File: config.mk
export PLATFORM = sky130hd
export DESIGN_NAME = bounded_xoshiro_random_unit_top
export DESIGN_NICKNAME = d
export VERILOG_FILES = /design/src/hdl/bxr_pkg.sv /design/src/hdl/bounded_xoshiro_random_unit_top.sv /design/src/hdl/bxr_front.sv /design/src/hdl/bxr_divider.sv /design/src/hdl/bxr_back.sv
export SDC_FILE = /design/constraint.sdc
export NUM_CORES = 2
export LEC_CHECK = 0
export ABC_CLOCK_PERIOD_IN_PS = 14450
export BUFFER_PORTS_ARGS = -buffer_cell sky130_fd_sc_hd__buf_2
export CORE_ASPECT_RATIO = 1.5
export CORE_MARGIN = 5
export CORE_UTILIZATION = 40
export DETAILED_ROUTE_END_ITERATION = 12
export PLACE_DENSITY = 0.55
export RECOVER_POWER = 100
export SLEW_MARGIN = 40
export SYNTH_ARGS = -nofsm -noshare
export SYNTH_HDL_FRONTEND = slang
export SYNTH_SLANG_ARGS = --single-unit
File: constraint.sdc
create_clock -name clk -period 14.45 [get_ports clk]
set_input_delay 3.6125 -clock clk [delete_from_list [all_inputs] [get_ports clk]]
set_output_delay 3.6125 -clock clk [all_outputs]
set_load 0.05 [all_outputs]
File: src/hdl/bxr_pkg.sv
// Shared types, codes and rotate function for the bounded random unit
package bxr_pkg;

    localparam int WordWidth = 64;
    localparam int FracWidth = 53;
    localparam int ProbWidth = 54;
    localparam int LenWidth  = 32;
    localparam int SeedCount = 4;
    localparam int QueueDepthDefault = 2;

    localparam logic [1:0] OP_INT    = 2'd0;
    localparam logic [1:0] OP_FRAC   = 2'd1;
    localparam logic [1:0] OP_CHANCE = 2'd2;
    localparam logic [1:0] OP_CHOICE = 2'd3;

    localparam logic [1:0] ST_OK      = 2'd0;
    localparam logic [1:0] ST_INVALID = 2'd1;
    localparam logic [1:0] ST_UNDEF   = 2'd2;

    // Work kinds handed from the front to the back
    localparam logic [2:0] JOB_DONE     = 3'd0;  // result fully known at the front
    localparam logic [2:0] JOB_BOUNDED  = 3'd1;  // rejection draw modulo span
    localparam logic [2:0] JOB_RAW      = 3'd2;  // one raw word (full span)
    localparam logic [2:0] JOB_FRAC     = 3'd3;
    localparam logic [2:0] JOB_CHANCE   = 3'd4;

    typedef struct packed {
        logic [1:0]           operation;
        logic signed [63:0]   range_min;
        logic signed [63:0]   range_max;
        logic [ProbWidth-1:0] probability;
        logic [LenWidth-1:0]  list_length;
    } in_item_t;

    typedef struct packed {
        logic [1:0]           status;
        logic signed [63:0]   int_value;
        logic [FracWidth-1:0] fraction_value;
        logic                 chance_result;
        logic [LenWidth-1:0]  chosen_index;
        logic                 nothing_chosen;
    } out_item_t;

    typedef struct packed {
        logic [2:0]           kind;
        logic                 is_choice;
        logic [WordWidth-1:0] span;   // bound (span or list length) or probability
        logic [WordWidth-1:0] base;
        out_item_t            early;  // result for JOB_DONE
    } job_t;

    typedef logic [WordWidth-1:0] gen_state_t [SeedCount];

    function automatic logic [WordWidth-1:0] rotl(input logic [WordWidth-1:0] v,
                                                   input int k);
        rotl = (v << k) | (v >> (WordWidth - k));
    endfunction

endpackage

File: src/hdl/bounded_xoshiro_random_unit_top.sv
// Results known from the arguments skip the generator; fraction, chance and full-span
// draws use one generator word; bounded draws reject low words, then reduce modulo span.
// Throughput: one item at a time in the back end, set by the 64-step serial remainder
// unit run twice per bounded draw; a two-entry queue decouples the front.
// Reset: asynchronous active low; clears seeds, generator words, seeded flag and queue.
// Top level of the bounded random unit
module bounded_xoshiro_random_unit_top #(
    parameter int QueueDepth = bxr_pkg::QueueDepthDefault
) (
    input  logic               clk,
    input  logic               rst_n,
    input  logic               in_valid,
    output logic               in_stall,
    input  bxr_pkg::in_item_t  in_data,
    output logic               out_valid,
    input  logic               out_stall,
    output bxr_pkg::out_item_t out_data,
    input  logic               cfg_we,
    input  logic [1:0]         cfg_index,
    input  logic [63:0]        cfg_data
);
    import bxr_pkg::*;

    gen_state_t seed_reg;
    logic       seeded_reg;
    logic       seed_load;
    logic       job_valid;
    logic       job_pop;
    job_t       job_data;

    always_ff @(posedge clk or negedge rst_n)
    begin
        if (!rst_n)
        begin
            seeded_reg <= 1'b0;
            for (int i = 0; i < SeedCount; i++)
                seed_reg[i] <= '0;
        end
        else
        begin
            if (cfg_we)
                seed_reg[cfg_index] <= cfg_data;
            if (seed_load)
                seeded_reg <= 1'b1;
        end
    end

    bxr_front #(.QueueDepth(QueueDepth)) u_front (
        .clk       (clk),
        .rst_n     (rst_n),
        .in_valid  (in_valid),
        .in_stall  (in_stall),
        .in_data   (in_data),
        .seed_or   (seed_reg[0] | seed_reg[1] | seed_reg[2] | seed_reg[3]),
        .seeded    (seeded_reg),
        .seed_load (seed_load),
        .job_valid (job_valid),
        .job_pop   (job_pop),
        .job_data  (job_data)
    );

    bxr_back u_back (
        .clk        (clk),
        .rst_n      (rst_n),
        .job_valid  (job_valid),
        .job_pop    (job_pop),
        .job_data   (job_data),
        .seed_load  (seed_load),
        .seed_words (seed_reg),
        .out_valid  (out_valid),
        .out_stall  (out_stall),
        .out_data   (out_data)
    );

endmodule

File: src/hdl/bxr_front.sv
// Front end: accepts requests, checks arguments, seeds the generator, queues jobs
module bxr_front #(
    parameter int QueueDepth = bxr_pkg::QueueDepthDefault
) (
    input  logic                clk,
    input  logic                rst_n,
    input  logic                in_valid,
    output logic                in_stall,
    input  bxr_pkg::in_item_t   in_data,
    input  logic [63:0]         seed_or,
    input  logic                seeded,
    output logic                seed_load,
    output logic                job_valid,
    input  logic                job_pop,
    output bxr_pkg::job_t       job_data
);
    import bxr_pkg::*;

    localparam int PtrW = (QueueDepth > 1) ? $clog2(QueueDepth) : 1;
    localparam int CntW = $clog2(QueueDepth + 1);

    job_t             queue_reg [QueueDepth];
    logic [PtrW-1:0]  wr_ptr_reg, rd_ptr_reg;
    logic [CntW-1:0]  count_reg;
    logic             push;
    logic             pop;
    job_t             job;
    logic [63:0]      lo, hi;
    logic             seed_ok;
    logic             needs_gen;

    assign in_stall  = (count_reg == CntW'(QueueDepth));
    assign push      = in_valid && !in_stall;
    assign pop       = job_pop && (count_reg != '0);
    assign job_valid = (count_reg != '0);
    assign job_data  = queue_reg[rd_ptr_reg];

    assign lo      = in_data.range_min ^ {1'b1, 63'd0};
    assign hi      = in_data.range_max ^ {1'b1, 63'd0};
    assign seed_ok = seeded || (seed_or != '0);

    always_comb
    begin
        job       = '0;
        needs_gen = 1'b0;
        unique case (in_data.operation)
            OP_INT:
            begin
                if (lo > hi)
                    job.early.status = ST_INVALID;
                else
                begin
                    needs_gen = 1'b1;
                    job.span  = hi - lo + 64'd1;
                    job.base  = lo;
                    job.kind  = (job.span == '0) ? JOB_RAW : JOB_BOUNDED;
                end
            end
            OP_FRAC:
            begin
                needs_gen = 1'b1;
                job.kind  = JOB_FRAC;
            end
            OP_CHANCE:
            begin
                if (in_data.probability > {1'b1, 53'd0})
                    job.early.status = ST_INVALID;
                else
                begin
                    needs_gen = 1'b1;
                    job.span  = {10'd0, in_data.probability};
                    if (in_data.probability == {1'b1, 53'd0})
                        job.early.chance_result = 1'b1;
                    else if (in_data.probability != '0)
                        job.kind = JOB_CHANCE;
                end
            end
            default:
            begin
                if (in_data.list_length == '0)
                    job.early.nothing_chosen = 1'b1;
                else
                begin
                    needs_gen     = 1'b1;
                    job.is_choice = 1'b1;
                    job.span      = {32'd0, in_data.list_length};
                    job.kind      = JOB_BOUNDED;
                end
            end
        endcase
        if (needs_gen && !seed_ok)
        begin
            job      = '0;
            job.early.status = ST_UNDEF;
        end
    end

    assign seed_load = push && needs_gen && !seeded && (seed_or != '0);

    always_ff @(posedge clk)
    begin
        if (push)
            queue_reg[wr_ptr_reg] <= job;
    end

    always_ff @(posedge clk or negedge rst_n)
    begin
        if (!rst_n)
        begin
            wr_ptr_reg <= '0;
            rd_ptr_reg <= '0;
            count_reg  <= '0;
        end
        else
        begin
            if (push)
                wr_ptr_reg <= (wr_ptr_reg == PtrW'(QueueDepth - 1)) ? '0 : wr_ptr_reg + 1'b1;
            if (pop)
                rd_ptr_reg <= (rd_ptr_reg == PtrW'(QueueDepth - 1)) ? '0 : rd_ptr_reg + 1'b1;
            count_reg <= count_reg + CntW'(push) - CntW'(pop);
        end
    end

    a_count_bound: assert property (@(posedge clk) disable iff (!rst_n)
        count_reg <= CntW'(QueueDepth))
        else $error("queue count overflow");
    a_no_push_full: assert property (@(posedge clk) disable iff (!rst_n)
        (count_reg == CntW'(QueueDepth)) |-> !push)
        else $error("push into full queue");
    a_seed_once: assert property (@(posedge clk) disable iff (!rst_n)
        seed_load |-> !seeded)
        else $error("seed load while seeded");

endmodule

File: src/hdl/bxr_divider.sv
// Serial restoring 64-bit remainder unit, one quotient bit per cycle while busy
module bxr_divider (
    input  logic        clk,
    input  logic        rst_n,
    input  logic        start,
    input  logic [63:0] dividend,
    input  logic [63:0] divisor,
    output logic        done,
    output logic [63:0] remainder
);
    import bxr_pkg::*;

    logic [63:0] rem_reg, rem_next;
    logic [63:0] num_reg;
    logic [63:0] div_reg;
    logic [6:0]  cnt_reg;
    logic        busy_reg;
    logic [64:0] trial;

    assign trial     = {rem_reg, num_reg[63]};
    assign rem_next  = (trial >= {1'b0, div_reg}) ? 64'(trial - {1'b0, div_reg})
                                                  : trial[63:0];
    assign remainder = rem_reg;
    assign done      = busy_reg && (cnt_reg == 7'd0);

    always_ff @(posedge clk)
    begin
        if (start)
        begin
            rem_reg <= '0;
            num_reg <= dividend;
            div_reg <= divisor;
        end
        else if (busy_reg && cnt_reg != 7'd0)
        begin
            rem_reg <= rem_next;
            num_reg <= {num_reg[62:0], 1'b0};
        end
    end

    always_ff @(posedge clk or negedge rst_n)
    begin
        if (!rst_n)
        begin
            busy_reg <= 1'b0;
            cnt_reg  <= '0;
        end
        else if (start)
        begin
            busy_reg <= 1'b1;
            cnt_reg  <= 7'd64;
        end
        else if (done)
            busy_reg <= 1'b0;
        else if (busy_reg)
            cnt_reg <= cnt_reg - 7'd1;
    end

endmodule

File: src/hdl/bxr_back.sv
// Back end: generator, rejection sampling, modulo reduction and result register
module bxr_back (
    input  logic                clk,
    input  logic                rst_n,
    input  logic                job_valid,
    output logic                job_pop,
    input  bxr_pkg::job_t       job_data,
    input  logic                seed_load,
    input  bxr_pkg::gen_state_t seed_words,
    output logic                out_valid,
    input  logic                out_stall,
    output bxr_pkg::out_item_t  out_data
);
    import bxr_pkg::*;

    localparam logic [2:0] S_IDLE = 3'd0;
    localparam logic [2:0] S_CUT  = 3'd1;  // compute (2^64 - span) mod span
    localparam logic [2:0] S_DRAW = 3'd2;
    localparam logic [2:0] S_MOD  = 3'd3;
    localparam logic [2:0] S_OUT  = 3'd4;

    logic [2:0]   state_reg;
    gen_state_t   gen_reg, gen_next;
    logic [63:0]  word;
    job_t         job_reg;
    logic [63:0]  cut_reg;
    logic         div_start;
    logic [63:0]  div_dividend;
    logic         div_done;
    logic [63:0]  div_rem;
    logic [63:0]  mul_reg;
    logic         mul_phase_reg;
    out_item_t    res_reg;
    logic         advance;

    bxr_divider u_div (
        .clk       (clk),
        .rst_n     (rst_n),
        .start     (div_start),
        .dividend  (div_dividend),
        .divisor   (job_reg.span),
        .done      (div_done),
        .remainder (div_rem)
    );

    // Output word from the registered multiply; second multiply after a register
    assign word = rotl(mul_reg, 7) * 64'd9;

    always_comb
    begin
        gen_next    = gen_reg;
        gen_next[2] = gen_reg[2] ^ gen_reg[0];
        gen_next[3] = gen_reg[3] ^ gen_reg[1];
        gen_next[1] = gen_reg[1] ^ gen_next[2];
        gen_next[0] = gen_reg[0] ^ gen_next[3];
        gen_next[2] = gen_next[2] ^ (gen_reg[1] << 17);
        gen_next[3] = rotl(gen_next[3], 45);
    end

    assign job_pop   = (state_reg == S_IDLE) && job_valid;
    assign out_valid = (state_reg == S_OUT);
    assign out_data  = res_reg;

    always_comb
    begin
        div_start    = 1'b0;
        div_dividend = word;
        if (state_reg == S_IDLE && job_valid && job_data.kind == JOB_BOUNDED)
            div_start = 1'b0;
        if (state_reg == S_CUT && !mul_phase_reg)
        begin
            div_start    = 1'b1;
            div_dividend = 64'd0 - job_reg.span;
        end
        advance = (state_reg == S_DRAW) && mul_phase_reg;
        if (advance && job_reg.kind == JOB_BOUNDED && word >= cut_reg)
            div_start = 1'b1;
    end

    always_ff @(posedge clk or negedge rst_n)
    begin
        if (!rst_n)
        begin
            state_reg     <= S_IDLE;
            mul_phase_reg <= 1'b0;
            for (int i = 0; i < SeedCount; i++)
                gen_reg[i] <= '0;
        end
        else
        begin
            if (seed_load)
                gen_reg <= seed_words;
            unique case (state_reg)
                S_IDLE:
                begin
                    mul_phase_reg <= 1'b0;
                    if (job_valid)
                    begin
                        job_reg <= job_data;
                        res_reg <= job_data.early;
                        if (job_data.kind == JOB_DONE)
                            state_reg <= S_OUT;
                        else if (job_data.kind == JOB_BOUNDED)
                            state_reg <= S_CUT;
                        else
                            state_reg <= S_DRAW;
                    end
                end
                S_CUT:
                begin
                    mul_phase_reg <= 1'b1;
                    if (div_done)
                    begin
                        cut_reg       <= div_rem;
                        mul_phase_reg <= 1'b0;
                        state_reg     <= S_DRAW;
                    end
                end
                S_DRAW:
                begin
                    if (!mul_phase_reg)
                    begin
                        mul_reg       <= gen_reg[1] * 64'd5;
                        mul_phase_reg <= 1'b1;
                    end
                    else
                    begin
                        gen_reg       <= gen_next;
                        mul_phase_reg <= 1'b0;
                        case (job_reg.kind)
                            JOB_RAW:
                            begin
                                res_reg.int_value <= word + job_reg.base ^ {1'b1, 63'd0};
                                state_reg <= S_OUT;
                            end
                            JOB_FRAC:
                            begin
                                res_reg.fraction_value <= word[63:11];
                                state_reg <= S_OUT;
                            end
                            JOB_CHANCE:
                            begin
                                res_reg.chance_result <=
                                    ({11'd0, word[63:11]} < job_reg.span);
                                state_reg <= S_OUT;
                            end
                            default:
                            begin
                                if (word >= cut_reg)
                                    state_reg <= S_MOD;
                            end
                        endcase
                    end
                end
                S_MOD:
                begin
                    if (div_done)
                    begin
                        if (job_reg.is_choice)
                            res_reg.chosen_index <= div_rem[31:0];
                        else
                            res_reg.int_value <=
                                (div_rem + job_reg.base) ^ {1'b1, 63'd0};
                        state_reg <= S_OUT;
                    end
                end
                S_OUT:
                begin
                    if (!out_stall)
                        state_reg <= S_IDLE;
                end
                default: state_reg <= S_IDLE;
            endcase
        end
    end

    a_pop_idle: assert property (@(posedge clk) disable iff (!rst_n)
        job_pop |=> (state_reg != S_IDLE))
        else $error("job taken without leaving idle");
    a_out_hold: assert property (@(posedge clk) disable iff (!rst_n)
        (out_valid && out_stall) |=> (out_valid && $stable(res_reg)))
        else $error("result changed while stalled");
    a_mod_needs_cut: assert property (@(posedge clk) disable iff (!rst_n)
        (state_reg == S_MOD) |-> (job_reg.kind == JOB_BOUNDED))
        else $error("modulo for non bounded job");

endmodule

; After elaboration in Yosys (flattened, before gate mapping)
; Memories as Yosys holds them, arrays and structs flattened.
; Cells that the tools add are included.
[word_totals]
register_bits = 1134
mem_bits_rw = 570
in_bits = 287
out_inout_bits = 155
memories = 1
[memory_table]
columns = memory, depth, width, rd, rd_clocked_by_memory_dff, wr, line_no
row1 = u_front.queue_reg, 2, 285, 1, 0, 1, bxr_front.sv:22  ; job_t queue_reg [QueueDepth];
[classes]
n_addsub = 11
mul = 2
n_lt_le_gt_ge = 7
eq_ne = 25
muxes = 71
n_bitwise = 16
reduce_logical = 47
[op_table]
columns = op, n
row1 = two-way mux 256 bit, 3
row2 = two-way mux 64 bit, 9
row3 = case mux 64 bit (3 select lines), 2
row4 = XOR 64 bit, 5
row5 = two-way mux 285 bit, 1
row6 = bitwise mux 256 bit, 1
row7 = OR 64 bit, 3
row8 = two-way mux 151 bit, 1
row9 = adder 64 bit, 2
row10 = demux 64 bit (select 2 bit), 1
row11 = two-way mux 128 bit, 1
row12 = subtractor 64 bit, 2
row13 = two-way mux 118 bit, 1
row14 = case mux 54 bit (2 select lines), 1
row15 = two-way mux 66 bit, 1
row16 = >= comparator 65 x 64 -> 1 bit, 1
row17 = adder 64 x 1 -> 64 bit (second input constant), 1
row18 = >= comparator 64 bit, 1
row19 = > comparator 64 bit, 1
row20 = zero test 64 bit, 1
row21 = < comparator 53 x 64 -> 1 bit, 1
row22 = multiplier 64 x 3 -> 64 bit (second input constant), 1
row23 = multiplier 64 x 4 -> 64 bit (second input constant), 1
row24 = two-way mux 32 bit, 2
row25 = 50 further kinds, 135

; Longest topological paths before layout
[logic_depth]
ltp_word = 10
ltp_mapped = 31
ltp_nobuf = 30

; Hierarchy
; Synthesis repeated with hierarchy kept, for this count alone.
[unflattened]
cells_unflattened = 9148
hier_area_um2 = 90869.7
[modules_own_cells]
columns = mod, instances, cells_per_inst, area_each_um2, seq_area_each_um2
row1 = bxr_back, 1, 5347, 48512.8, 18908.1
row2 = bxr_front, 1, 2014, 20354.5, 8267.9
row3 = bxr_divider, 1, 1178, 11683.7, 5325.1
row4 = bounded_xoshiro_random_unit_top, 1, 609, 10318.6, 6431.2

; Worst setup path before layout
; OpenSTA, ideal clock, no wires.
[synth_timing]
path_kind = input to register
from = input port in_valid
to = memory u_front.queue_reg[0][0] in the netlist's numbering, enable pin
setup_time_ns = 0.649
t_arrival_ns = 9.913
setup_slack_ns = 3.887
stages = 2
path_buffers = 0
cell_sequence = nor2b_1 -> nor2b_1
[synth_between]
elab_chain_len = 3
[synth_rtl]
columns = element, line_no
row1 = "start, declared", bounded_xoshiro_random_unit_top.sv:12  ; input logic in_valid,
row2 = logical AND 1 bit, bxr_front.sv:33  ; assign push = in_valid && !in_stall;
row3 = two-way mux 1 bit, bxr_front.sv:102  ; if (push)
row4 = two-way mux 1 bit (not written as such), bxr_front.sv:103  ; queue_reg[wr_ptr_reg] <= job;
row5 = "end, declared", bxr_front.sv:22
; Every way passes these cells.

; Worst setup path after layout
[layout_timing]
from = input port in_data[145] in the netlist's numbering
to = register u_back.gen_reg[239] in the netlist's numbering
[layout_between]
elab_chain_len = 9
[layout_rtl]
columns = element, line_no
row1 = "start, declared", bounded_xoshiro_random_unit_top.sv:14  ; input bxr_pkg::in_item_t in_data,
row2 = > comparator 64 bit (*), bxr_front.sv:49  ; if (lo > hi)
row3 = two-way mux 1 bit (*), bxr_front.sv:49
row4 = case mux 1 bit (3 select lines) (*), bxr_front.sv:46  ; unique case (in_data.operation)
row5 = logical AND 1 bit (*) (3 in a row), bxr_front.sv:98  ; assign seed_load = push && needs_gen && !seeded && (seed_or != '0);
row6 = two-way mux 256 bit (*), bxr_back.sv:91  ; if (seed_load)
row7 = two-way mux 256 bit, bxr_back.sv:121  ; if (!mul_phase_reg)
row8 = two-way mux 256 bit (*), bxr_back.sv:93  ; unique case (state_reg)
row9 = "end signal, assigned", bxr_back.sv:92  ; gen_reg <= seed_words;
row10 = "end signal, assigned", bxr_back.sv:128  ; gen_reg <= gen_next;
row11 = "end, declared", bxr_back.sv:23  ; gen_state_t gen_reg, gen_next;
; Mark *: on every way between the ends. The rest lies on a longest branch, timed or not.
; A chain may end at the register's enable or synchronous reset.

==> impl_metrics.env <==
export IMPL_maxCapViolations=35
export IMPL_hold_viol=0
export IMPL_p_per_area_nw_per_um2=291
export IMPL_grtUsageTotal_pct=29.5
export IMPL_whs_path_depth=1
export IMPL_rrSetupSlack_ps=3630
export IMPL_avgSynthCellArea_sq_um=10.3
export IMPL_final_period_utilization_pct=79.0
export IMPL_yosys_most_used_dff="edfxtp_1"
export IMPL_synth_distinct_cells=81
export IMPL_grt_overflow=0
export IMPL_core_region_area_sq_um=215000
export IMPL_numCtsBuffers=154
export IMPL_antenna_found_initial=44
export IMPL_cts_root_buf="clkbuf_16"
export IMPL_syn_area_sq_um=86400
export IMPL_r2r_end="u_back.u_div.num_reg[13]"
export IMPL_yosys_area_top_type="edfxtp_1"
export IMPL_hold_buffers=0
export IMPL_required_ps=15150
export IMPL_synth_area_leaders="edfxtp_1 28%, dfrtp_1 15%, ha_1 11%, mux2_2 5.1%, a21oi_1 3.9%"
export IMPL_syn2layout_area_growth_pct=11.9
export IMPL_drc_errors=0
export IMPL_ctsResizeCount=0
export IMPL_hp_start="u_front.wr_ptr_reg"
export IMPL_wl_mm=344
export IMPL_path_clk_slew_ps=60
export IMPL_postCtsSetupBuffers=0
export IMPL_dp_hpwl_mm=269
export IMPL_layout_commonest_cell="edfxtp_1"
export IMPL_critPathMaxFanout=78
export IMPL_power_total_mw=28.2
export IMPL_tns_ps=0
export IMPL_design_die_area_sq_um=226000
export IMPL_yosysWarnings=0
export IMPL_rows=209
export IMPL_grt_max_degree=151
export IMPL_pre_cts_ws_ps=4720
export IMPL_final_core_util_pct=44.9
export IMPL_netlist_area_leader_share_pct=28.3
export IMPL_stdcell_count=11700
export IMPL_ys_async_sr_fraction_pct=37.6
export IMPL_via_per_inst=5.95
export IMPL_worstMarginPinSlew_ps=4750
export IMPL_hold_end="u_front.wr_ptr_reg"
export IMPL_setup_violations=0
export IMPL_layout_common_cells="813 x edfxtp_1, 739 x ha_1, 675 x a21oi_1, 625 x nor2_1, 569 x nand2_1"
export IMPL_globalplace_congestion=1.06
export IMPL_r2r_cells=27
export IMPL_skew_ps=56.8
export IMPL_timing_rr_start="u_back.mul_reg[58]"
export IMPL_power_frac_comb_pct=58.4
export IMPL_cts_tree="built"
export IMPL_die_h_microns=579
export IMPL_start_kind="primary input"
export IMPL_rsz0062_at_grt="no"
export IMPL_slew_limit_headroom_pct=-217
export IMPL_whs_ps=504
export IMPL_first_pass_iters=8
export IMPL_pwr_share_clk_pct=14.6
export IMPL_fmax_mhz=87.6
export IMPL_synth_seq_area_share_pct=45.1
export IMPL_crit_type="primary input to flop"
export IMPL_die_width_microns=389
export IMPL_synth_seq_cells=1406
export IMPL_violations="max-capacitance violations, max-slew violations"
export IMPL_first_global_vias=69500
export IMPL_wl_per_cell_microns=29.3
export IMPL_clockBufferDepth=4
export IMPL_p_sw_mw=13.7
export IMPL_p_sw_share_pct=48.7
export IMPL_final_setup_worst_slack_ps=3030
export IMPL_dp_cells=11400
export IMPL_fin_crit_ps=11420
export IMPL_ant_nets=0
export IMPL_drv_slew=1552
export IMPL_cp_arrival_ps=12120
export IMPL_cts_max_level=4
export IMPL_largest_reg_flops=272
export IMPL_status="complete, but fails checks"
export IMPL_p_leak_nw=39.9
export IMPL_hold_path_class="flop to flop"
export IMPL_nets=9770
export IMPL_finalInstanceArea_sq_um=96700
export IMPL_place_area_sq_um=92200
export IMPL_ir_drop_v=0.000166
export IMPL_critPathCaptureType="flop"
export IMPL_p_seq_share_pct=26.9
export IMPL_syn_num_nets=9423
export IMPL_drt_initial_drc_count=5825
export IMPL_internal_power_mw=14.5
export IMPL_insertion_delay_ps=840
export IMPL_synth_edf_count=813
export IMPL_synth_cells=8391
export IMPL_ios=442
export IMPL_io_buffers=441
export IMPL_start_util_pct=40.1
export IMPL_cts_sinks=1406
export IMPL_grt_pass1_wl_mm=488
export IMPL_final_layout_size_suffix_gt1_share_pct=10.9
export IMPL_vias=69800
routing by layer:
layer,vias up,part of all wire (%),GRT usage (%)
li1,31700,-,-
met1,34400,36,32.8
met2,2807,48,50.6
met3,806,7.0,5.52
met4,36,9.4,21.8
met5,-,0.068,0
worst max-delay path by stage:
stage	slack, ps	end	from
final	3030	u_back.gen_reg[239]	in_data[145]
after global routing	2490	u_back.gen_reg[235]	in_data[145]
after CTS	4670	u_back.u_div.num_reg[4]	u_back.mul_reg[58]
after detailed placement	4720	u_back.u_div.num_reg[1]	u_back.mul_reg[58]
after global placement	4670	u_back.u_div.num_reg[4]	u_back.mul_reg[58]
after floorplan	3890	u_front.queue_reg[0][0]	in_valid
power by group through the flow:
stage	logic (mW)	clock network (mW)	registers (mW)
CTS	16.5	4.20	7.53
global placement	16.2	0	7.58
floorplan	10.7	0	7.37
finish	16.5	4.13	7.59
detailed placement	16.4	0	7.61
global route	17.8	4.35	7.67
layout make-up:
cell class | count | area [sq um]
Clock buffer | 192 | 4200
Clock inverter | 76 | 913
Multi-Input combinational cell | 6198 | 44700
Fill cell | 20800 | 119000
Antenna cell | 22 | 55.1
Sequential cell | 1406 | 38900
Tap cell | 2848 | 3560
Inverter | 406 | 1530
Timing Repair Buffer | 572 | 2820
cells by family (layout without fill, tap and decap cells):
logic type	count (synthesis)	after routing	synth area share [%]
AOI/OAI and AO/OA	2240	2240	16.7
and+or+nand+nor	2144	2144	11.8
DFF	1406	1406	45.1
buffers and inverters	787	1246	3.44
adders and majority gates	745	745	10.8
xor gates and xnor gates	592	592	6.02
muxes	477	477	6.09
other	0	22	0
cells in the mapped netlist, drive strengths merged, types with 19 or more instances:
cell type	number
and2	106
o211ai	53
nand3	153
xnor2	361
a311oi	52
nand4	147
nand2	571
nor4	136
a21boi	60
a211o	109
a31oi	98
o31ai	23
mux2i	86
o21ai	400
or3	85
clkbuf	349
dfxtp	64
ha	739
nor2b	62
and3	38
o311a	19
o22ai	84
o21a	49
edfxtp	813
or2	20
inv	404
mux2	391
a21o	290
dfrtp	529
a21oi	675
a22oi	40
nand2b	60
nor2	629
xor2	230
a211oi	58
buf	32
nor3	86
o21bai	70
worst max-delay path: stages:
cell      delay [ps]
clkbuf_1         250
inv_1             90
ha_1             340
nand4_1          120
nor3_1           280
nand3_1          210
or3_1            440
a211oi_1         180
nor3_1           130
o21a_1           120
a21oi_1          130
clkbuf_1         520
a211oi_4         120
clkbuf_1         640
nand2_1         1900
buf_6            670
clkbuf_1        1880
nor2_1           130
a311oi_1         290
No activity file was read; power rests on OpenSTA's default activity.
